<file path="config.mk">
export PLATFORM = sky130hd
export DESIGN_NAME = multilevel_feedback_queue_scheduler_unit
export DESIGN_NICKNAME = d
export VERILOG_FILES = /design/src/hw/rtl/mfqs_pkg.sv /design/src/hw/rtl/multilevel_feedback_queue_scheduler_unit.sv
export SDC_FILE = /design/constraint.sdc
export NUM_CORES = 2
export LEC_CHECK = 0
export BUFFER_PORTS_ARGS = -buffer_cell sky130_fd_sc_hd__buf_2
export CAP_MARGIN = 20
export CORE_MARGIN = 1.5
export CORE_UTILIZATION = 40
export CTS_CLUSTER_DIAMETER = 80
export DETAILED_ROUTE_END_ITERATION = 16
export PLACE_DENSITY = 0.58
export SLEW_MARGIN = 15
export SYNTH_ARGS = -nofsm -noshare
export SYNTH_HDL_FRONTEND = slang
export SYNTH_SLANG_ARGS = --single-unit
export TNS_END_PERCENT = 1
</file>
<file path="constraint.sdc">
create_clock -name clk -period 8.9 [get_ports clk]
set_input_delay 1.335 -clock clk [delete_from_list [all_inputs] [get_ports clk]]
set_output_delay 1.335 -clock clk [all_outputs]
set_load 0.1 [all_outputs]
</file>
<file path="src/hw/rtl/mfqs_pkg.sv">
package mfqs_pkg;

  localparam int ID_W      = 6;
  localparam int NUM_PROCS = 1 << ID_W;
  localparam int CNT_W     = ID_W + 1;

  typedef enum logic [2:0] {
    FN_ADMIT    = 3'd0,
    FN_YIELD    = 3'd1,
    FN_WAKE     = 3'd2,
    FN_DISPATCH = 3'd3,
    FN_BOOST    = 3'd4
  } func_t;

  typedef enum logic [1:0] {
    ST_OK    = 2'd0,
    ST_EMPTY = 2'd1,
    ST_DUP   = 2'd2
  } status_t;

  typedef enum logic [1:0] {
    S_IDLE,
    S_EXEC,
    S_BOOST
  } state_t;

  typedef struct packed {
    logic [2:0]      func;
    logic [ID_W-1:0] proc_id;
  } in_word_t;

  typedef struct packed {
    logic            granted;
    logic [ID_W-1:0] granted_id;
    logic [1:0]      status;
  } out_word_t;

endpackage

</file>
<file path="src/hw/rtl/multilevel_feedback_queue_scheduler_unit.sv">
// Multilevel feedback queue scheduler: NUM_LEVELS FIFO ready queues of process ids.
// Command channel: present in_word (func, proc_id) with start; the word is taken
// at a rising edge where start is high and busy is low. busy stays high until the
// command has finished.
// Result channel: every command returns exactly one out_word (granted, granted_id,
// status), shown for one cycle with out_valid high. The receiver cannot stall, so
// the word must be captured in that cycle.
// Admit, yield, wake, dispatch and unused codes: the accepting edge reads both
// memories (the per-process state, and the ready-queue slot at the head of the
// chosen queue), and the next edge writes back and registers the result. A new
// command may be accepted in the cycle the result is shown.
// Boost walks the per-process memory once, one process per cycle, through its
// single read and single write port.
// Reset clears the queue heads and counts, the result strobe, and the per-process
// valid bits; an entry that is not valid reads as level 0 and not queued. No
// clearing pass is run, so the first command may come right after reset.
module multilevel_feedback_queue_scheduler_unit #(
  parameter int NUM_LEVELS = 3
) (
  input  logic                clk,
  input  logic                rst_n,
  input  logic                start,
  output logic                busy,
  input  mfqs_pkg::in_word_t  in_word,
  output logic                out_valid,
  output mfqs_pkg::out_word_t out_word
);

  localparam int ID_W      = mfqs_pkg::ID_W;
  localparam int NUM_PROCS = mfqs_pkg::NUM_PROCS;
  localparam int CNT_W     = mfqs_pkg::CNT_W;
  localparam int LVL_W     = $clog2(NUM_LEVELS);
  localparam int RS_DEPTH  = NUM_LEVELS * NUM_PROCS;
  localparam int RS_AW     = LVL_W + ID_W;
  localparam int PM_W      = LVL_W + 1;

  // control state
  mfqs_pkg::state_t    state_r, state_nxt;
  mfqs_pkg::func_t     cmd_r, cmd_nxt;
  logic [ID_W-1:0]     pid_r, pid_nxt;
  logic [LVL_W-1:0]    lvl_r, lvl_nxt;
  logic                found_r, found_nxt;
  logic [ID_W-1:0]     idx_r, idx_nxt;
  logic [ID_W-1:0]     head_r  [NUM_LEVELS];
  logic [ID_W-1:0]     head_nxt[NUM_LEVELS];
  logic [CNT_W-1:0]    count_r  [NUM_LEVELS];
  logic [CNT_W-1:0]    count_nxt[NUM_LEVELS];
  logic [NUM_PROCS-1:0] pm_valid_r, pm_valid_nxt;
  logic                out_valid_r, out_valid_nxt;
  mfqs_pkg::out_word_t out_word_r, out_word_nxt;

  // ready-queue bodies, addressed {level, slot}
  logic [ID_W-1:0]  rs_mem [RS_DEPTH];
  logic [ID_W-1:0]  rs_rdata_r;
  logic             rs_re;
  logic [RS_AW-1:0] rs_raddr;
  logic             rs_we;
  logic [RS_AW-1:0] rs_waddr;
  logic [ID_W-1:0]  rs_wdata;

  // per-process state: {queued, level}
  logic [PM_W-1:0]  pm_mem [NUM_PROCS];
  logic [PM_W-1:0]  pm_rdata_r;
  logic [ID_W-1:0]  pm_raddr_r;
  logic             pm_re;
  logic [ID_W-1:0]  pm_raddr;
  logic             pm_we;
  logic [ID_W-1:0]  pm_waddr;
  logic [PM_W-1:0]  pm_wdata;

  logic             accept;
  logic             found;
  logic [LVL_W-1:0] sel_lvl;
  logic [PM_W-1:0]  pm_ent;
  logic             ent_queued;
  logic [LVL_W-1:0] ent_lvl;
  logic [LVL_W-1:0] new_lvl;
  logic [ID_W-1:0]  push_slot;
  logic             cnt_ok;

  assign accept    = start && (state_r == mfqs_pkg::S_IDLE);
  assign busy      = (state_r != mfqs_pkg::S_IDLE);
  assign out_valid = out_valid_r;
  assign out_word  = out_word_r;

  // highest-priority non-empty queue
  always_comb begin
    found   = 1'b0;
    sel_lvl = '0;
    for (int l = NUM_LEVELS - 1; l >= 0; l--) begin
      if (count_r[l] != '0) begin
        found   = 1'b1;
        sel_lvl = LVL_W'(l);
      end
    end
  end

  assign pm_ent     = pm_valid_r[pm_raddr_r] ? pm_rdata_r : '0;
  assign ent_queued = pm_ent[LVL_W];
  assign ent_lvl    = pm_ent[LVL_W-1:0];

  always_comb begin
    unique case (cmd_r)
      mfqs_pkg::FN_ADMIT: new_lvl = '0;
      mfqs_pkg::FN_YIELD: new_lvl = (ent_lvl < LVL_W'(NUM_LEVELS - 1)) ?
                                    ent_lvl + LVL_W'(1) : ent_lvl;
      default:            new_lvl = ent_lvl;
    endcase
  end

  assign push_slot = head_r[new_lvl] + count_r[new_lvl][ID_W-1:0];

  assign rs_re    = accept;
  assign rs_raddr = {sel_lvl, head_r[sel_lvl]};
  assign pm_re    = accept || (state_r == mfqs_pkg::S_BOOST);

  always_comb begin
    if (state_r == mfqs_pkg::S_BOOST) begin
      pm_raddr = idx_r + ID_W'(1);
    end else if (mfqs_pkg::func_t'(in_word.func) == mfqs_pkg::FN_BOOST) begin
      pm_raddr = '0;
    end else begin
      pm_raddr = in_word.proc_id;
    end
  end

  always_comb begin
    state_nxt     = state_r;
    cmd_nxt       = cmd_r;
    pid_nxt       = pid_r;
    lvl_nxt       = lvl_r;
    found_nxt     = found_r;
    idx_nxt       = idx_r;
    head_nxt      = head_r;
    count_nxt     = count_r;
    pm_valid_nxt  = pm_valid_r;
    out_valid_nxt = 1'b0;
    out_word_nxt  = '0;
    rs_we         = 1'b0;
    rs_waddr      = '0;
    rs_wdata      = '0;
    pm_we         = 1'b0;
    pm_waddr      = '0;
    pm_wdata      = '0;

    unique case (state_r)
      mfqs_pkg::S_IDLE: begin
        if (accept) begin
          cmd_nxt   = mfqs_pkg::func_t'(in_word.func);
          pid_nxt   = in_word.proc_id;
          lvl_nxt   = sel_lvl;
          found_nxt = found;
          if (mfqs_pkg::func_t'(in_word.func) == mfqs_pkg::FN_BOOST) begin
            for (int l = 0; l < NUM_LEVELS; l++) begin
              head_nxt[l]  = '0;
              count_nxt[l] = '0;
            end
            idx_nxt   = '0;
            state_nxt = mfqs_pkg::S_BOOST;
          end else begin
            state_nxt = mfqs_pkg::S_EXEC;
          end
        end
      end

      mfqs_pkg::S_EXEC: begin
        out_valid_nxt = 1'b1;
        state_nxt     = mfqs_pkg::S_IDLE;
        unique case (cmd_r)
          mfqs_pkg::FN_ADMIT, mfqs_pkg::FN_YIELD, mfqs_pkg::FN_WAKE: begin
            if (ent_queued) begin
              out_word_nxt.status = mfqs_pkg::ST_DUP;
            end else begin
              rs_we                = 1'b1;
              rs_waddr             = {new_lvl, push_slot};
              rs_wdata             = pid_r;
              count_nxt[new_lvl]   = count_r[new_lvl] + CNT_W'(1);
              pm_we                = 1'b1;
              pm_waddr             = pid_r;
              pm_wdata             = {1'b1, new_lvl};
              pm_valid_nxt[pid_r]  = 1'b1;
            end
          end
          mfqs_pkg::FN_DISPATCH: begin
            if (found_r) begin
              // a queued process always sits in the queue of its own level
              head_nxt[lvl_r]            = head_r[lvl_r] + ID_W'(1);
              count_nxt[lvl_r]           = count_r[lvl_r] - CNT_W'(1);
              pm_we                      = 1'b1;
              pm_waddr                   = rs_rdata_r;
              pm_wdata                   = {1'b0, lvl_r};
              pm_valid_nxt[rs_rdata_r]   = 1'b1;
              out_word_nxt.granted       = 1'b1;
              out_word_nxt.granted_id    = rs_rdata_r;
            end else begin
              out_word_nxt.status = mfqs_pkg::ST_EMPTY;
            end
          end
          default: begin
          end
        endcase
      end

      mfqs_pkg::S_BOOST: begin
        // rebuild queue 0 in index order, keep queued flags, drop levels to 0
        if (ent_queued) begin
          rs_we        = 1'b1;
          rs_waddr     = {LVL_W'(0), count_r[0][ID_W-1:0]};
          rs_wdata     = idx_r;
          count_nxt[0] = count_r[0] + CNT_W'(1);
        end
        pm_we               = 1'b1;
        pm_waddr            = idx_r;
        pm_wdata            = {ent_queued, LVL_W'(0)};
        pm_valid_nxt[idx_r] = 1'b1;
        idx_nxt             = idx_r + ID_W'(1);
        if (idx_r == ID_W'(NUM_PROCS - 1)) begin
          out_valid_nxt = 1'b1;
          state_nxt     = mfqs_pkg::S_IDLE;
        end
      end

      default: begin
        state_nxt = mfqs_pkg::S_IDLE;
      end
    endcase
  end

  always_ff @(posedge clk) begin
    if (!rst_n) begin
      state_r     <= mfqs_pkg::S_IDLE;
      found_r     <= 1'b0;
      pm_valid_r  <= '0;
      out_valid_r <= 1'b0;
      for (int l = 0; l < NUM_LEVELS; l++) begin
        head_r[l]  <= '0;
        count_r[l] <= '0;
      end
    end else begin
      state_r     <= state_nxt;
      found_r     <= found_nxt;
      pm_valid_r  <= pm_valid_nxt;
      out_valid_r <= out_valid_nxt;
      head_r      <= head_nxt;
      count_r     <= count_nxt;
    end
  end

  always_ff @(posedge clk) begin
    cmd_r      <= cmd_nxt;
    pid_r      <= pid_nxt;
    lvl_r      <= lvl_nxt;
    idx_r      <= idx_nxt;
    out_word_r <= out_word_nxt;
  end

  always_ff @(posedge clk) begin
    if (rs_we) begin
      rs_mem[rs_waddr] <= rs_wdata;
    end
    if (rs_re) begin
      rs_rdata_r <= rs_mem[rs_raddr];
    end
  end

  always_ff @(posedge clk) begin
    if (pm_we) begin
      pm_mem[pm_waddr] <= pm_wdata;
    end
    if (pm_re) begin
      pm_rdata_r <= pm_mem[pm_raddr];
      pm_raddr_r <= pm_raddr;
    end
  end

  always_comb begin
    cnt_ok = 1'b1;
    for (int l = 0; l < NUM_LEVELS; l++) begin
      if (count_r[l] > CNT_W'(NUM_PROCS)) begin
        cnt_ok = 1'b0;
      end
    end
  end

  a_cmd_takes_cycle: assert property (@(posedge clk) disable iff (!rst_n)
    (start && !busy) |=> busy)
    else $error("command accepted without entering execution");

  a_result_from_busy: assert property (@(posedge clk) disable iff (!rst_n)
    out_valid |-> $past(busy))
    else $error("result word without a command in flight");

  a_grant_ok: assert property (@(posedge clk) disable iff (!rst_n)
    (out_valid && out_word.granted) |-> (out_word.status == mfqs_pkg::ST_OK))
    else $error("granted word carries a non-ok status");

  a_count_bound: assert property (@(posedge clk) disable iff (!rst_n)
    cnt_ok)
    else $error("queue occupancy above process count");

endmodule
</file>
# ---- Word-level counts from Yosys, hierarchy flattened
# Memories as Yosys holds them, arrays and structs flattened. A register that Yosys moved wholly into a read port is not among the register bits.
# Index checks and enable logic that the tools add are counted.
dict set report totals {
  memories 2
  word_cells 188
  input_bits 12
  mem_bits_rw 1344
  out_inout_bits 11
  reg_bits 139
}
dict set report op_classes {
  eq_ne 16
  n_mux 99
  order_cmp 13
  reduce_logical 27
  addsub 7
  bitwise_logic 6
}
# name depth word_bits read_ports rd_clocked_by_memory_dff write_ports line
set memory_table {}
lappend memory_table {rs_mem 192 6 1 1 1 multilevel_feedback_queue_scheduler_unit.sv:53} ;# logic [ID_W-1:0] rs_mem [RS_DEPTH];
lappend memory_table {pm_mem 64 3 1 1 1 multilevel_feedback_queue_scheduler_unit.sv:62} ;# logic [PM_W-1:0] pm_mem [NUM_PROCS];
# cell n
set ops {}
lappend ops {{$pmux 64 s2} 2}
lappend ops {{$or 64x64->64} 3}
lappend ops {{$mux 64} 2}
lappend ops {{$mux 6} 16}
lappend ops {{$mux 21} 4}
lappend ops {{$mux 18} 4}
lappend ops {{$mux 7} 8}
lappend ops {{$pmux 6 s2} 4}
lappend ops {{$bwmux 21} 2}
lappend ops {{$pmux 21 s2} 1}
lappend ops {{$bmux 6 s2} 3}
lappend ops {{$pmux 18 s2} 1}
lappend ops {{$bmux 7 s2} 2}
lappend ops {{$demux 7 s2} 2}
lappend ops {{$lt 6x7->1 const B} 4}
lappend ops {{$pmux 14 s2} 1}
lappend ops {{$pmux 7 s3} 1}
lappend ops {{$reduce_bool 7->1} 3}
lappend ops {{$bwmux 18} 1}
lappend ops {{$demux 1 s6} 3}
lappend ops {{$ge 6x1->1 const B} 3}
lappend ops {{$mux 2} 9}
lappend ops {{$mux 1} 17}
lappend ops {{$mux 8} 2}
lappend ops {{other kinds (39)} 70}

# ---- Longest topological paths before layout
dict set report depth {
  word_depth 15
  depth_mapped 26
  ltp_nobuf 21
}

# ---- Worst setup path after synthesis
# OpenSTA, ideal clock, no wires.
dict set report synth_timing {
  path_kind {flip-flop to flip-flop}
  from {reg pm_raddr_r[2]}
  to {mem rs_mem[103][0] (enable)}
  stages_incl_launch_ff 25
  n_path_buf 6
  arrival_time_ns 5.706
  setup_ns 0.405
  synth_period_minus_slack_ns 6.111
  required_time_ns 8.495
  slack_ns 2.789
  path_cell_list {edfxtp_1 > buf_4 > buf_2 > nor2b_1 > a22oi_1 > a31oi_1 > nand4_1 > and4_4 > or3_1 > buf_2 > clkbuf_1 > o21ai_0 > ha_1 > inv_1 > fa_1 > inv_1 > a21o_1 > a21oi_1 > xnor2_1 > inv_1 > o22ai_1 > or2_2 > clkbuf_1 > clkbuf_1 > a2111oi_0}
}
dict set report synth_via {
  elab_chain_cells 14
  word_cells_on_any_way 25
  cone_classes {add/sub (2); order compare (1); mux (21); bitwise (1)}
}
# element line
set synth_rtl {}
lappend synth_rtl {{start, declared} multilevel_feedback_queue_scheduler_unit.sv:64} ;# logic [ID_W-1:0] pm_raddr_r;
lappend synth_rtl {{start signal, assigned} multilevel_feedback_queue_scheduler_unit.sv:272} ;# pm_raddr_r <= pm_raddr;
lappend synth_rtl {{$bmux 1 s6 *} multilevel_feedback_queue_scheduler_unit.sv:98} ;# assign pm_ent = pm_valid_r[pm_raddr_r] ? pm_rdata_r : '0;
lappend synth_rtl {{$mux 1 (not written as such) *} multilevel_feedback_queue_scheduler_unit.sv:98}
lappend synth_rtl {{$mux 3 *} multilevel_feedback_queue_scheduler_unit.sv:98}
lappend synth_rtl {{$add 2x1->2 or $lt 2x2->1 (tied branches)} {multilevel_feedback_queue_scheduler_unit.sv:106, multilevel_feedback_queue_scheduler_unit.sv:105}}
lappend synth_rtl {{$mux 2} multilevel_feedback_queue_scheduler_unit.sv:105} ;# mfqs_pkg::FN_YIELD: new_lvl = (ent_lvl < LVL_W'(NUM_LEVELS - 1)) ?
lappend synth_rtl {{$pmux 2 s2} multilevel_feedback_queue_scheduler_unit.sv:103} ;# unique case (cmd_r)
lappend synth_rtl {{$not 2->3 (not written as such)} multilevel_feedback_queue_scheduler_unit.sv:111} ;# assign push_slot = head_r[new_lvl] + count_r[new_lvl][ID_W-1:0];
lappend synth_rtl {{$bmux 6 s2 or $bmux 7 s2 (tied branches)} multilevel_feedback_queue_scheduler_unit.sv:111}
lappend synth_rtl {{$mux 6 (not written as such) or $mux 7 (tied branches) (2 in series)} n/a}
lappend synth_rtl {{$add 6x6->6} multilevel_feedback_queue_scheduler_unit.sv:111}
lappend synth_rtl {{$mux 8} multilevel_feedback_queue_scheduler_unit.sv:171} ;# if (ent_queued) begin
lappend synth_rtl {{$mux 8} multilevel_feedback_queue_scheduler_unit.sv:169} ;# unique case (cmd_r)
lappend synth_rtl {{$pmux 8 s2} multilevel_feedback_queue_scheduler_unit.sv:146} ;# unique case (state_r)
lappend synth_rtl {{end, declared} multilevel_feedback_queue_scheduler_unit.sv:53}
# Mark *: on every way between the ends. The rest lies on a longest branch, timed or not. The select of a mux whose other input is x is not followed.

# ---- Worst setup path after layout
dict set report layout_timing {
  from {reg pm_raddr_r[0]}
  to {mem rs_mem[112][2] (enable)}
}
# Same word-level chain as after synthesis.

==> impl_metrics.json <==
{
  "yosys.area.top_type": "sky130_fd_sc_hd__edfxtp_1",
  "worst-endpoint-required_ps": 9380,
  "area.growth.synth_to_final_pct": 12.7,
  "remaining_drc_errors": 0,
  "ant_nets": 0,
  "crit_arrival_ps": 8350,
  "timing.final.crit_share_pct": 88.4,
  "routedWlPerCell_um": 27.2,
  "dr.first_iter.drc_count": 4084,
  "clock_latency_ps": 800,
  "antenna_found_initial": 7,
  "power_leakage_nw": 20.6,
  "rows": 145,
  "nets": 3972,
  "achievable-frequency_mhz": 127,
  "post_route_cells_drive_above_1_share_pct": 19.3,
  "largest_net_degree_at_the_start_of_global_routing": 173,
  "avgViaCountPerCell": 5.96,
  "synthDominantCellAreaShare_pct": 65.6,
  "startpoint_type": "flop",
  "final_max_slew_viol_count": 0,
  "max_slew.worst_pin.slew_ps": 1170,
  "post_cts_buffers": 0,
  "yosys_warnings": 0,
  "synth-edff-count": 1376,
  "critical_path.endpoint_type": "flop",
  "wire_length_of_the_first_global_routing_pass_um": 247000,
  "outcome": "finished clean",
  "ios": 23,
  "mostFrequentLayoutCell": "sky130_fd_sc_hd__edfxtp_1",
  "mapped_area_um2": 62900,
  "detail_route.wirelength_um": 167000,
  "cts_repair_resize_count": 0,
  "report.final.setup_viol": 0,
  "synth.distinct_cells": 85,
  "synth_flop_cell": "sky130_fd_sc_hd__edfxtp_1",
  "final_design_area_no_fill_um2": 70900,
  "chipWidth_um": 400,
  "worst_hold_path_type": "flop to flop",
  "grt_pass1_vias": 36187,
  "critPathMaxFanout": 20,
  "seq_area_frac_synth_pct": 69.3,
  "most-common-layout-cells": "sky130_fd_sc_hd__edfxtp_1 (1376), sky130_fd_sc_hd__nor2_1 (326), sky130_fd_sc_hd__nand2_1 (307)",
  "power.density_nw_per_um2": 241,
  "ys_seq_elements": 1492,
  "post_synth_main_area_contributors": "sky130_fd_sc_hd__edfxtp_1 (66%), sky130_fd_sc_hd__mux4_2 (11%), sky130_fd_sc_hd__dfxtp_1 (3.7%), sky130_fd_sc_hd__nor2_1 (2.0%), sky130_fd_sc_hd__mux2i_1 (1.9%)",
  "io_buffer_count": 22,
  "via_count": 36493,
  "global_route.usage.total_pct": 20.9,
  "hpwlAfterDp_um": 103000,
  "maxSlewHeadroom_pct": 21.8,
  "critPathKind": "flop to flop",
  "syn-instance-count": 3933,
  "maxCapViolCount": 0,
  "async_sr_flop_fraction_pct": 0,
  "cts_htree_levels": 4,
  "start_util_pct": 40.3,
  "post_cts_hold_buffer_count": 0,
  "syn_nets": 3961,
  "placeableCoreArea_um2": 156000,
  "fp.dieH_um": 400,
  "clk_path_buf_depth": 3,
  "fin_skew_ps": 36.6,
  "irDropWorstVdd_mv": 0.254,
  "avgSynthCellArea_um2": 16.0,
  "numClockSinks": 1492,
  "finalHoldViolCount": 0,
  "gp_congestion": 0.935,
  "die_area_um2": 160000,
  "tritoncts": "built",
  "clkSlewWorstSetupHoldPaths_ps": 60,
  "placed_cell_area_um2": 65800,
  "final.setup.tns_ps": 0,
  "cts-root-buf": "sky130_fd_sc_hd__clkbuf_16",
  "min_period_ps": 7870,
  "overflow": 0,
  "cts-buffers-inserted": 155,
  "grt_setup_unrepaired": "no",
  "detail_route.first_pass.iterations": 6
}
-- kinds of logic (layout without fill, tap and decap cells) --
family,after synthesis,in the layout,synth area share [%]
flip-flops,1492,1492,69.3
AND/OR/NAND/NOR,964,964,6.86
AO/OA/AOI/OAI,676,676,8.03
multiplexers,431,431,13.0
buffers and inverters,334,461,2.19
XOR/XNOR,20,20,0.300
adder cells (fa/ha/maj),16,16,0.330
other,0,6,0
-- layer usage --
layer	global-route usage, %	share of wire (%)	vias up
met5	0	0	-
met4	6.63	2.5	0
met3	3.53	7.2	250
met2	32.4	47	1534
met1	30.1	43	18859
li1	-	-	15850
-- layout make-up --
cell class	instances	area, um^2
diodes	6	15.0
clock buffers	186	4100
clock inverters	87	886
fillers	13435	85300
inverters	37	139
multi-input cells	2107	18300
flip-flops and latches	1492	43600
well taps	2058	2570
repair buffers	151	1220
-- path summary, 6_finish.rpt --
| check | startpoint | endpoint | slack, ps | cells past startpoint |
|---|---|---|---|---|
| max | pm_raddr_r[0] | rs_mem[112][2] | 1030 | 17 |
| min | pm_valid_r[14] | pm_valid_r[14] | 470 | 2 |
| max reg2reg | pm_raddr_r[0] | rs_mem[112][2] | 1030 | 17 |
| min reg2reg | pm_valid_r[14] | pm_valid_r[14] | 470 | 2 |
-- worst max-delay path, cell delays in order, from the launching register on --
cell and delay (ps):
sky130_fd_sc_hd__edfxtp_1 1010, sky130_fd_sc_hd__mux2i_1 290, sky130_fd_sc_hd__a211oi_1 100, sky130_fd_sc_hd__a31oi_1 190
sky130_fd_sc_hd__nand4_1 470, sky130_fd_sc_hd__and4_4 420, sky130_fd_sc_hd__or3_1 590, sky130_fd_sc_hd__o21ai_0 590
sky130_fd_sc_hd__ha_1 280, sky130_fd_sc_hd__inv_1 70, sky130_fd_sc_hd__fa_1 450, sky130_fd_sc_hd__xor2_1 170
sky130_fd_sc_hd__nor3_1 70, sky130_fd_sc_hd__a31o_2 260, sky130_fd_sc_hd__o21ai_0 410, sky130_fd_sc_hd__nand2_1 820
sky130_fd_sc_hd__a2111oi_1 1100, sky130_fd_sc_hd__buf_1 250
-- through the flow --
stage	total power [mW]	instances	hold slack [ps]	worst slack (ps)	utilization, %
6_report	17.1	6124	467	1030	45.4
2_1_floorplan	9.92	3933	413	2790	-
5_1_grt	17.6	6123	497	635	45.4
3_5_place_dp	10.9	5843	458	1120	42.1
3_3_place_gp	10.8	5837	451	1330	42.1
4_1_cts	17.2	6116	471	1110	45.3
-- synthesized netlist by cell type (6+ instances only) --
library cell / instances
sky130_fd_sc_hd__xnor2_1: 9
sky130_fd_sc_hd__nor3b_1: 9
sky130_fd_sc_hd__mux4_2: 306
sky130_fd_sc_hd__a211oi_1: 8
sky130_fd_sc_hd__o211ai_1: 39
sky130_fd_sc_hd__a22o_1: 20
sky130_fd_sc_hd__a2111oi_2: 24
sky130_fd_sc_hd__ha_1: 15
sky130_fd_sc_hd__o2111ai_1: 7
sky130_fd_sc_hd__edfxtp_1: 1376
sky130_fd_sc_hd__a221oi_1: 17
sky130_fd_sc_hd__and3_1: 22
sky130_fd_sc_hd__nor4_1: 6
sky130_fd_sc_hd__a2111oi_1: 69
sky130_fd_sc_hd__or3_1: 15
sky130_fd_sc_hd__buf_1: 31
sky130_fd_sc_hd__a32oi_1: 11
sky130_fd_sc_hd__clkbuf_1: 204
sky130_fd_sc_hd__nand4_1: 14
sky130_fd_sc_hd__buf_4: 12
sky130_fd_sc_hd__o21ai_0: 57
sky130_fd_sc_hd__nand3b_1: 6
sky130_fd_sc_hd__mux2_2: 7
sky130_fd_sc_hd__o22ai_1: 75
sky130_fd_sc_hd__buf_2: 47
sky130_fd_sc_hd__xor2_1: 10
sky130_fd_sc_hd__dfxtp_1: 116
sky130_fd_sc_hd__and2_1: 22
sky130_fd_sc_hd__a21oi_1: 120
sky130_fd_sc_hd__a22oi_1: 114
sky130_fd_sc_hd__nand3_1: 139
sky130_fd_sc_hd__a31oi_1: 23
sky130_fd_sc_hd__nand2_1: 308
sky130_fd_sc_hd__or2_2: 6
sky130_fd_sc_hd__nor2b_1: 12
sky130_fd_sc_hd__a21o_1: 6
sky130_fd_sc_hd__nor3_1: 28
sky130_fd_sc_hd__nand2b_1: 21
sky130_fd_sc_hd__inv_1: 32
sky130_fd_sc_hd__a311oi_1: 32
sky130_fd_sc_hd__nor2_1: 329
sky130_fd_sc_hd__mux2i_1: 118
-- power by group --
| part | leakage (nW) | internal [mW] | switching (mW) |
|---|---|---|---|
| Sequential | 11.9 | 7.61 | 0.0992 |
| Clock | 2.43 | 3.67 | 2.72 |
| Combinational | 6.28 | 1.23 | 1.76 |
| Total | 20.6 | 12.5 | 4.57 |
-- registers in the layout, summed over array words and instances, names as in the netlist, 6 cells and up --
signal,flops
pid_r,6
out_word,9
head_r,18
pm_mem,192
idx_r,6
pm_valid_r,64
rs_rdata_r,6
pm_raddr_r,6
count_r,21
rs_mem,1152
Power figures use the tool's default switching activity.
